$ cat src/rtl/acfb_pkg.sv
`default_nettype none
// ----------------------------------------------------------------------------
// acfb_pkg
// Shared types, constants and functions for the ASCII CRC frame builder.
// ----------------------------------------------------------------------------
package acfb_pkg;

    // Default depth of the queue between the front and back parts.
    localparam int QUEUE_DEPTH = 4;

    // CRC-16/CCITT-FALSE constants.
    localparam logic [15:0] CRC_INIT = 16'hFFFF;
    localparam logic [15:0] CRC_POLY = 16'h1021;

    // Trailer characters.
    localparam logic [7:0] CH_SPACE = 8'h20;
    localparam logic [7:0] CH_STAR  = 8'h2A;
    localparam logic [7:0] CH_CR    = 8'h0D;
    localparam logic [7:0] CH_LF    = 8'h0A;
    localparam logic [7:0] CH_ZERO  = 8'h30;
    localparam logic [7:0] CH_UPPER_A = 8'h41;

    // Input transaction.
    typedef struct packed {
        logic [7:0] data_byte;
        logic       has_byte;
        logic       closes_frame;
    } t_in;

    // Output transaction.
    typedef struct packed {
        logic [7:0] out_byte;
        logic       frame_done;
    } t_out;

    // Classified work entry passed from the front to the back.
    typedef struct packed {
        logic [7:0]  data_byte;
        logic        has_byte;
        logic        closes_frame;
        logic [15:0] crc;
    } t_entry;

    // Write request into the queue.
    typedef struct packed {
        logic   push;
        t_entry entry;
    } t_q_push;

    // Head of the queue as seen by the back part.
    typedef struct packed {
        logic   valid;
        t_entry entry;
    } t_q_head;

    // Position within the output sequence of one entry.
    typedef enum logic [3:0] {
        ST_START,
        ST_PAYLOAD,
        ST_SPACE,
        ST_STAR,
        ST_HEX3,
        ST_HEX2,
        ST_HEX1,
        ST_HEX0,
        ST_CR,
        ST_LF
    } t_step;

    // Fold one byte into the CRC, MSB first.
    function automatic logic [15:0] crc_fold(input logic [15:0] crc, input logic [7:0] b);
        logic [15:0] c;
        c = crc ^ {b, 8'h00};
        for (int i = 0; i < 8; i++) begin
            if (c[15]) begin
                c = {c[14:0], 1'b0} ^ CRC_POLY;
            end else begin
                c = {c[14:0], 1'b0};
            end
        end
        return c;
    endfunction

    // Uppercase ASCII hex digit for one nibble.
    function automatic logic [7:0] hex_char(input logic [3:0] nib);
        logic [7:0] ch;
        if (nib < 4'd10) begin
            ch = CH_ZERO + {4'h0, nib};
        end else begin
            ch = CH_UPPER_A + {4'h0, nib} - 8'd10;
        end
        return ch;
    endfunction

endpackage
`default_nettype wire

$ cat src/rtl/acfb_front.sv
`default_nettype none
// ----------------------------------------------------------------------------
// acfb_front
// Accepts input transactions, keeps the running CRC and queues work entries.
// ----------------------------------------------------------------------------
module acfb_front
    import acfb_pkg::*;
(
    input  wire logic    i_clk,
    input  wire logic    i_rst_n,
    input  wire logic    i_valid,
    output logic         o_ready,
    input  wire t_in     i_data,
    input  wire logic    i_q_full,
    output t_q_push      o_q_push
);

    logic [15:0] r_crc;
    logic [15:0] n_crc;
    logic [15:0] crc_upd;
    logic        accept;

    // The front takes a transaction whenever the queue has room.
    assign o_ready = !i_q_full;
    assign accept  = i_valid && !i_q_full;

    // CRC after the payload byte of this transaction, if any.
    always_comb begin
        if (i_data.has_byte) begin
            crc_upd = crc_fold(r_crc, i_data.data_byte);
        end else begin
            crc_upd = r_crc;
        end
        n_crc = r_crc;
        if (accept) begin
            n_crc = i_data.closes_frame ? CRC_INIT : crc_upd;
        end
    end

    // Only transactions that produce output are queued.
    always_comb begin
        o_q_push.push               = accept && (i_data.has_byte || i_data.closes_frame);
        o_q_push.entry.data_byte    = i_data.data_byte;
        o_q_push.entry.has_byte     = i_data.has_byte;
        o_q_push.entry.closes_frame = i_data.closes_frame;
        o_q_push.entry.crc          = crc_upd;
    end

    always_ff @(posedge i_clk) begin
        if (!i_rst_n) begin
            r_crc <= CRC_INIT;
        end else begin
            r_crc <= n_crc;
        end
    end

endmodule
`default_nettype wire

$ cat src/rtl/acfb_queue.sv
`default_nettype none
// ----------------------------------------------------------------------------
// acfb_queue
// Small first-in first-out queue of work entries between front and back.
// ----------------------------------------------------------------------------
module acfb_queue
    import acfb_pkg::*;
#(
    parameter int DEPTH = QUEUE_DEPTH
)
(
    input  wire logic    i_clk,
    input  wire logic    i_rst_n,
    input  wire t_q_push i_q_push,
    input  wire logic    i_pop,
    output logic         o_full,
    output t_q_head      o_head
);

    localparam int PW = (DEPTH > 1) ? $clog2(DEPTH) : 1;
    localparam int CW = $clog2(DEPTH + 1);

    t_entry        r_mem [DEPTH];
    logic [PW-1:0] r_wr_ptr;
    logic [PW-1:0] r_rd_ptr;
    logic [CW-1:0] r_count;
    logic [PW-1:0] n_wr_ptr;
    logic [PW-1:0] n_rd_ptr;
    logic [CW-1:0] n_count;
    logic          do_push;
    logic          do_pop;

    assign o_full       = (r_count == CW'(DEPTH));
    assign o_head.valid = (r_count != '0);
    assign o_head.entry = r_mem[r_rd_ptr];

    assign do_push = i_q_push.push && !o_full;
    assign do_pop  = i_pop && o_head.valid;

    // Pointer and occupancy update with wrap at the queue depth.
    always_comb begin
        n_wr_ptr = r_wr_ptr;
        n_rd_ptr = r_rd_ptr;
        n_count  = r_count;
        if (do_push) begin
            n_wr_ptr = (r_wr_ptr == PW'(DEPTH - 1)) ? '0 : r_wr_ptr + 1'b1;
        end
        if (do_pop) begin
            n_rd_ptr = (r_rd_ptr == PW'(DEPTH - 1)) ? '0 : r_rd_ptr + 1'b1;
        end
        if (do_push && !do_pop) begin
            n_count = r_count + 1'b1;
        end else if (do_pop && !do_push) begin
            n_count = r_count - 1'b1;
        end
    end

    always_ff @(posedge i_clk) begin
        if (!i_rst_n) begin
            r_wr_ptr <= '0;
            r_rd_ptr <= '0;
            r_count  <= '0;
        end else begin
            r_wr_ptr <= n_wr_ptr;
            r_rd_ptr <= n_rd_ptr;
            r_count  <= n_count;
        end
    end

    // Entry storage.
    always_ff @(posedge i_clk) begin
        if (do_push) begin
            r_mem[r_wr_ptr] <= i_q_push.entry;
        end
    end

`ifndef NO_ASSERTIONS
    // Occupancy never exceeds the depth.
    a_count_bound: assert property (@(posedge i_clk) disable iff (!i_rst_n)
        r_count <= CW'(DEPTH))
        else $error("queue occupancy above depth");

    // The front never pushes into a full queue.
    a_no_overflow: assert property (@(posedge i_clk) disable iff (!i_rst_n)
        o_full |-> !i_q_push.push)
        else $error("push into full queue");
`endif

endmodule
`default_nettype wire

$ cat src/rtl/acfb_back.sv
`default_nettype none
// ----------------------------------------------------------------------------
// acfb_back
// Sequences payload and trailer bytes of each entry into the output register.
// ----------------------------------------------------------------------------
module acfb_back
    import acfb_pkg::*;
(
    input  wire logic    i_clk,
    input  wire logic    i_rst_n,
    input  wire t_q_head i_head,
    output logic         o_pop,
    output logic         o_valid,
    input  wire logic    i_ready,
    output t_out         o_data
);

    t_step r_step;
    t_step n_step;
    t_step cur;
    logic  r_out_valid;
    logic  n_out_valid;
    t_out  r_out;
    t_out  n_out;
    logic  out_free;
    logic  emit;
    logic  last;

    assign o_valid  = r_out_valid;
    assign o_data   = r_out;
    assign out_free = !r_out_valid || i_ready;
    assign emit     = i_head.valid && out_free;

    // Step selection, byte generation and pop of the finished entry.
    always_comb begin
        if (r_step == ST_START) begin
            cur = i_head.entry.has_byte ? ST_PAYLOAD : ST_SPACE;
        end else begin
            cur = r_step;
        end

        n_out.frame_done = (cur == ST_LF);
        case (cur)
            ST_PAYLOAD: n_out.out_byte = i_head.entry.data_byte;
            ST_SPACE:   n_out.out_byte = CH_SPACE;
            ST_STAR:    n_out.out_byte = CH_STAR;
            ST_HEX3:    n_out.out_byte = hex_char(i_head.entry.crc[15:12]);
            ST_HEX2:    n_out.out_byte = hex_char(i_head.entry.crc[11:8]);
            ST_HEX1:    n_out.out_byte = hex_char(i_head.entry.crc[7:4]);
            ST_HEX0:    n_out.out_byte = hex_char(i_head.entry.crc[3:0]);
            ST_CR:      n_out.out_byte = CH_CR;
            ST_LF:      n_out.out_byte = CH_LF;
            default:    n_out.out_byte = CH_SPACE;
        endcase

        last = ((cur == ST_PAYLOAD) && !i_head.entry.closes_frame) || (cur == ST_LF);

        n_step = r_step;
        if (emit) begin
            if (last) begin
                n_step = ST_START;
            end else begin
                case (cur)
                    ST_PAYLOAD: n_step = ST_SPACE;
                    ST_SPACE:   n_step = ST_STAR;
                    ST_STAR:    n_step = ST_HEX3;
                    ST_HEX3:    n_step = ST_HEX2;
                    ST_HEX2:    n_step = ST_HEX1;
                    ST_HEX1:    n_step = ST_HEX0;
                    ST_HEX0:    n_step = ST_CR;
                    ST_CR:      n_step = ST_LF;
                    default:    n_step = ST_START;
                endcase
            end
        end

        o_pop = emit && last;

        n_out_valid = r_out_valid;
        if (emit) begin
            n_out_valid = 1'b1;
        end else if (i_ready) begin
            n_out_valid = 1'b0;
        end
    end

    always_ff @(posedge i_clk) begin
        if (!i_rst_n) begin
            r_step      <= ST_START;
            r_out_valid <= 1'b0;
        end else begin
            r_step      <= n_step;
            r_out_valid <= n_out_valid;
        end
    end

    // Output payload register.
    always_ff @(posedge i_clk) begin
        if (emit) begin
            r_out <= n_out;
        end
    end

`ifndef NO_ASSERTIONS
    // Frame end is only ever flagged on a line feed.
    a_done_on_lf: assert property (@(posedge i_clk) disable iff (!i_rst_n)
        (r_out_valid && r_out.frame_done) |-> (r_out.out_byte == CH_LF))
        else $error("frame_done without line feed");

    // Loading a line feed finishes the entry and returns to the start step.
    a_lf_restarts: assert property (@(posedge i_clk) disable iff (!i_rst_n)
        (emit && (cur == ST_LF)) |=> (r_step == ST_START))
        else $error("sequence did not restart after line feed");
`endif

endmodule
`default_nettype wire

$ cat src/rtl/ascii_crc_frame_builder_top.sv
`default_nettype none
// ----------------------------------------------------------------------------
// ascii_crc_frame_builder_top
// Passes payload bytes through and closes frames with a CRC-16 text trailer.
// ----------------------------------------------------------------------------
// Usage:
//   Input channel (i_valid / o_ready / i_data) carries one transaction per
//   accepted cycle: an optional payload byte and a close-frame flag.
//   Output channel (o_valid / i_ready / o_data) carries one byte per
//   transaction; frame_done marks the LF that ends a frame trailer.
//   A closing transaction yields " *", four uppercase hex CRC digits, CR, LF.
// Path: with the queue empty and the output free, an accepted transaction is
//   written into the queue, and its first output byte is then loaded into
//   the output register.
// Throughput: one payload byte per cycle while the output is not stalled.
//   A closing transaction holds the sequencer for its payload byte, if any,
//   and its eight trailer bytes; a 4-entry queue (QUEUE_DEPTH) lets input
//   keep flowing meanwhile, and o_ready drops only when that queue is full.
// Reset: synchronous, active low; the CRC returns to 0xFFFF, the queue
//   empties and no output is valid.
// Stall: while i_ready is low the output register holds its byte; the
//   sequencer waits and the queue fills behind it.
// ----------------------------------------------------------------------------
module ascii_crc_frame_builder_top
    import acfb_pkg::*;
#(
    parameter int QDEPTH = QUEUE_DEPTH
)
(
    input  wire logic i_clk,
    input  wire logic i_rst_n,
    input  wire logic i_valid,
    output logic      o_ready,
    input  wire t_in  i_data,
    output logic      o_valid,
    input  wire logic i_ready,
    output t_out      o_data
);

    t_q_push q_push;
    t_q_head q_head;
    logic    q_full;
    logic    q_pop;

    // Front: acceptance and CRC.
    acfb_front u_front (
        .i_clk    (i_clk),
        .i_rst_n  (i_rst_n),
        .i_valid  (i_valid),
        .o_ready  (o_ready),
        .i_data   (i_data),
        .i_q_full (q_full),
        .o_q_push (q_push)
    );

    // Decoupling queue.
    acfb_queue #(
        .DEPTH (QDEPTH)
    ) u_queue (
        .i_clk    (i_clk),
        .i_rst_n  (i_rst_n),
        .i_q_push (q_push),
        .i_pop    (q_pop),
        .o_full   (q_full),
        .o_head   (q_head)
    );

    // Back: byte sequencing and output register.
    acfb_back u_back (
        .i_clk   (i_clk),
        .i_rst_n (i_rst_n),
        .i_head  (q_head),
        .o_pop   (q_pop),
        .o_valid (o_valid),
        .i_ready (i_ready),
        .o_data  (o_data)
    );

endmodule
`default_nettype wire

$ cat config.mk
export PLATFORM = sky130hd
export DESIGN_NAME = ascii_crc_frame_builder_top
export DESIGN_NICKNAME = d
export VERILOG_FILES = /design/src/rtl/acfb_pkg.sv /design/src/rtl/acfb_front.sv /design/src/rtl/acfb_queue.sv /design/src/rtl/acfb_back.sv /design/src/rtl/ascii_crc_frame_builder_top.sv
export SDC_FILE = /design/constraint.sdc
export NUM_CORES = 1
export LEC_CHECK = 0
export BUFFER_PORTS_ARGS = -buffer_cell sky130_fd_sc_hd__buf_4
export CAP_MARGIN = 15
export CORE_UTILIZATION = 60
export CTS_CLUSTER_DIAMETER = 40
export DETAILED_ROUTE_END_ITERATION = 12
export GPL_ROUTABILITY_DRIVEN = 0
export PLACE_DENSITY = 0.83
export SETUP_SLACK_MARGIN = 0.2
export SLEW_MARGIN = 20
export SYNTH_ARGS = -nofsm -noshare
export SYNTH_HDL_FRONTEND = slang
export SYNTH_HIERARCHICAL = 1
export SYNTH_SLANG_ARGS = --single-unit
export TNS_END_PERCENT = 50
$ cat constraint.sdc
create_clock -name i_clk -period 5.5 [get_ports i_clk]
set_clock_uncertainty 0.05 [all_clocks]
set_input_delay 0.825 -clock i_clk [delete_from_list [all_inputs] [get_ports i_clk]]
set_output_delay 0.825 -clock i_clk [all_outputs]
set_load 0.02 [all_outputs]
Word level (Yosys, flattened, before mapping)
Memories as Yosys holds them, arrays and structs flattened. A register that Yosys moved wholly into a read port is not among the register bits.
Cells that the tools add are included.

storage, ports and cells
  word-level logic and storage cells = 106
  output and inout bits = 11
  latch bits = 0
  memory bits (read-only) = 64
  register bits after elaboration = 37
  RAM bits = 104
  memories = 2

operators by class
  bitwise operators = 9
  div/mod/pow operators = 0
  reduce and logical (&&, ||, !) cells = 21
  $add $sub $neg = 16
  equal/unequal tests = 11
  $lt $le $gt $ge = 4
  multiplexer cells = 35
  shifts and indexed selects = 0
  multiply operators = 0

memories
  memory           words  width  rd ports  clocked after Yosys merged registers in  write ports  line              RTL
  u_queue.r_mem    4      26     1         1                                        1            acfb_queue.sv:23  t_entry r_mem [DEPTH];
  (no name shown)  16     4      1         0                                        0            acfb_back.sv:63   case (cur)

operator list
  kind                                               number
  2-to-1 mux 16 bit                                  9
  2-to-1 mux 13 bit                                  8
  one-hot mux 8 bit (8 select lines)                 1
  adder 7 x 4 -> 8 bit (first input constant)        4
  2-to-1 mux 8 bit                                   4
  subtractor 8 x 4 -> 8 bit (second input constant)  4
  adder 6 x 4 -> 7 bit (first input constant)        4
  inverter 3 bit                                     8
  == test 4 x 3 -> 1 bit (second input constant)     4
  < comparator 4 bit (second input constant)         4
  XOR 16 bit                                         1
  2-to-1 mux 2 bit                                   5
  logical AND 1 bit                                  9
  == test 4 bit (second input constant)              2
  2-to-1 mux 4 bit                                   2
  2-to-1 mux 3 bit                                   2
  logical NOT 1 bit                                  5
  adder 2 x 1 -> 2 bit (second input constant)       2
  == test 2 bit (second input constant)              2
  == test 4 x 1 -> 1 bit (second input constant)     1
  == test 4 x 2 -> 1 bit (second input constant)     1
  logical NOT 4 bit                                  1
  2-to-1 mux 1 bit                                   4
  nonzero test 2 bit                                 2
  other kinds (5)                                    7

Depth between registers and ports, before layout
  depth in word-level cells = 26
  depth in mapped cells = 17
  mapped depth without buffers = 15

By module
Netlist, hierarchy kept.

modules (own cells, without submodules)
  module      sequential area each (µm²)  cells each  instances  area each (µm²)
  acfb_queue  3303.2                      187         1          4279.1
  acfb_back   370.4                       167         1          1296.2
  acfb_front  320.3                       107         1          1066.0

Worst setup path after synthesis
Ideal clock, no wire load.

  kind = flip-flop to flip-flop
  start point = register (tool-made name)
  end point = register u_queue.r_count[2]
  setup slack = 2017 ps
  library setup time = 76 ps
  data arrival time = 3358 ps
  buffers on the path = 2
  stages on the path, launching flop included = 16
  clock period less this slack = 3483 ps
  cell sequence = dfxtp_1 > buf_6 > mux4_1 > a31oi_1 > inv_1 > ha_1 > buf_2 > nand2_1 > nor3_1 > o31ai_1 > ha_1 > inv_1 > fa_1 > xor2_1 > or3_1 > a21boi_0

RTL lines
  element               line              RTL
  end signal, assigned  acfb_queue.sv:66  r_count <= n_count;
  end, declared         acfb_queue.sv:26  logic [CW-1:0] r_count;

==> results.json <==
{
  "status": "completed",
  "crit_chain": "buf_4 > mux4_1 > a31oi_1 > inv_1 > ha_1 > nand2_1 > nor3_1 > o31ai_1 > ha_1 > inv_1 > fa_1 > xor2_1 > or3_1 > a21boi_0",
  "finalSetupTns_ns": 0,
  "drive_above_1_share": 0.215,
  "synth_compound_area_frac": 0.0718,
  "syn_area_sq_um": 6640,
  "period_needed_ns": 3.78,
  "required_ns": 5.90,
  "period_share": 0.687,
  "synthMuxAreaShare": 0.118,
  "fmax_ghz": 0.265,
  "n_antenna_cell": 0,
  "max-slew-margin-rel": 0.567,
  "crit_type": "flip-flop to flip-flop",
  "timing.hold.ws_ns": 0.429,
  "die_area_sq_um": 11500,
  "ir_worst_vdd_uv": 248,
  "drtIter0Drc": 380,
  "arrival_ns": 4.18,
  "synth_edf_count": 113,
  "dp_slack_ns": 1.80,
  "fin_nets": 511,
  "post_cts_resize_count": 0,
  "grt_pass1_vias": 3871,
  "worstMarginPinSlew_ns": 0.648,
  "die_w_microns": 107,
  "grt_pass1_wl_mm": 20.7,
  "synth_fa_ha_area_frac": 0.0313,
  "cts_root_buf": "clkbuf_8",
  "cts_tree": "yes",
  "ys_types": 57,
  "syn_inst": 461,
  "synth_top_family_by_area": "multiplexers",
  "clock_sinks": 143,
  "powerDensity_nw_per_um2": 482,
  "min_path_type": "flip-flop to flip-flop",
  "rows": 38,
  "wl_per_cell_microns": 21.2,
  "synthArstFlopShare": 0,
  "rsz0062_at_grt": "no",
  "cp-end-kind": "flip-flop",
  "numPortBuffers": 24,
  "grt_max_degree": 27,
  "antenna_left": 0,
  "ctsHtreeMaxLevel": 4,
  "grt_usage": 0.253,
  "numCtsBuffers": 17,
  "synth_ff_type": "edfxtp_1",
  "fp.coreArea_sq_um": 10800,
  "setup_violations": 0,
  "post_cts_buffers": 0,
  "reg2reg_slack_ns": 1.72,
  "syn-num-nets": 491,
  "clk_pin_slew_worst_paths_ns": 0.06,
  "synth_xor_area_frac": 0.0486,
  "cpPeakStageDelay_ns": 0.40,
  "timing.rr.end": "u_queue/r_count[2]",
  "pin_count": 25,
  "wirelength_mm": 13.4,
  "drv_slew": 0,
  "vias_per_cell": 6.26,
  "synth.avg_cell_area_sq_um": 14.4,
  "slowest_stage": "mux4_1",
  "endpoint": "u_queue/r_count[2]",
  "reg2regPathDepth": 14,
  "cap_violations": 0,
  "critPathMaxFanout": 26,
  "hold_viol": 0,
  "area_growth_pct": 12.3,
  "yosysWarnings": 6,
  "hpwl_mm": 8.42,
  "ys_seq_elements": 143,
  "n_fill_cell": 669,
  "clk_latency_ns": 0.53,
  "synth-simple-area-share": 0.0846,
  "via_count": 3972,
  "drt_pass1_iterations": 5,
  "leakage_uw": 0.00259,
  "yosysSeqAreaShare": 0.601,
  "clockBufferDepth": 2,
  "worstSetupStartpointType": "flip-flop",
  "dieHeight_microns": 107,
  "cts.hold.buffers_added": 0,
  "start_util": 0.615,
  "setup_ws_ns": 1.72,
  "drc_errors": 0,
  "globalRouteOverflowTotal": 0,
  "antenna_found_initial": 0
}
-- per-stage QoR --
| stage | util | power [uW] | instance area (sq um) | cells |
|---|---|---|---|---|
| floorplan | - | 2160 | 6640 | 461 |
| global placement | 0.633 | 2360 | 6830 | 602 |
| global route | 0.691 | 3750 | 7460 | 634 |
| detailed placement | 0.633 | 2410 | 6830 | 602 |
| finish | 0.691 | 3600 | 7460 | 634 |
| CTS | 0.691 | 3600 | 7460 | 634 |
-- cell families (layout without fill, tap and decap cells) --
kind of cell             after synthesis  count (layout)
multiplexers                          42              42
flip-flops                           143             143
buffers and inverters                 50              83
XOR/XNOR                              30              30
adder cells (fa/ha/maj)               16              16
AND/OR/NAND/NOR                      104             104
AO/OA/AOI/OAI                         76              76
-- sequential cells by signal (all words and copies together) (netlist names), named ones only --
name and flops:
u_queue/r_count 3, u_front/r_crc 16, u_queue/r_wr_ptr 2, u_queue/r_rd_ptr 2, u_back/r_step 4, u_back/o_valid 1, u_queue/r_mem 104, u_back/o_data 9
-- final cells by class --
class	count	area, sq um	share of cell area
flip-flops and latches	143	3990	0.535
multi-input cells	268	2350	0.315
clock buffers	26	573	0.0768
repair buffers	30	225	0.0302
well taps	140	175	0.0235
inverters	21	78.8	0.0106
clock inverters	6	60.1	0.00805
-- critical path, delay by kind of cell, from the launching register on --
kind | cells | cell delay [ns]
XOR/XNOR | 1 | 0.18
buffers and inverters | 3 | 0.53
AO/OA/AOI/OAI | 3 | 0.61
adder cells (fa/ha/maj) | 3 | 1.06
multiplexers | 1 | 0.40
AND/OR/NAND/NOR | 3 | 0.56
flip-flops | 1 | 0.30
-- cells in the final DEF (no fill, tap or decap), types with 13 or more instances in the layout --
cell type	netlist	routed
edfxtp_1	113	113
buf_4	11	30
dfxtp_1	30	30
nand2_1	25	25
inv_1	21	21
clkbuf_16	0	20
a21oi_1	20	20
mux4_2	20	20
nor2_1	19	19
xnor2_1	16	16
ha_1	15	15
nor2b_1	14	14
o21ai_0	14	14
mux2_2	13	13
-- cell usage after synthesis, drive strengths merged (5+ instances only) --
library cell / instances / area [sq um]
edfxtp: 113 / 3390
dfxtp: 30 / 601
buf: 26 / 203
mux4: 26 / 608
nand2: 26 / 100
xnor2: 24 / 270
inv: 21 / 78.8
a21oi: 20 / 100
nor2: 20 / 77.6
o21ai: 17 / 85.1
ha: 15 / 188
nor2b: 14 / 87.6
mux2: 13 / 146
o22ai: 10 / 62.6
nand3: 9 / 45.0
o22a: 8 / 71.3
and2: 6 / 37.5
or3: 6 / 37.5
xor2: 6 / 52.6
a31oi: 5 / 31.3
-- power breakdown --
group | total (uW) | internal (uW) | switching, uW
Combinational | 965 | 380 | 585
Sequential | 1450 | 1380 | 74.7
Clock | 1180 | 757 | 426
Total | 3600 | 2510 | 1090
-- worst min-delay path by stage --
| stage | startpoint | to | slack (ns) | cells past startpoint |
|---|---|---|---|---|
| floorplan | u_back/r_step[1] | u_back/r_step[1] | 0.38 | 2 |
| detailed placement | u_back/r_step[1] | u_back/r_step[1] | 0.42 | 2 |
| CTS | u_back/r_step[1] | u_back/r_step[1] | 0.43 | 2 |
| global placement | u_back/r_step[1] | u_back/r_step[1] | 0.39 | 2 |
| finish | u_back/r_step[1] | u_back/r_step[1] | 0.43 | 2 |
| global route | i_data[2] | u_queue/r_mem[1][18] | 0.46 | 1 |
-- routing by layer --
metal  global-route usage  vias to the layer above  part of all wire
li1                     -                     1782                 -
met1                0.332                     1995              0.42
met2                0.409                      172              0.50
met3               0.0565                       23             0.060
met4                0.103                        0             0.018
met5                    0                        -                 0
Note: power is estimated with default switching activity, not from simulation.
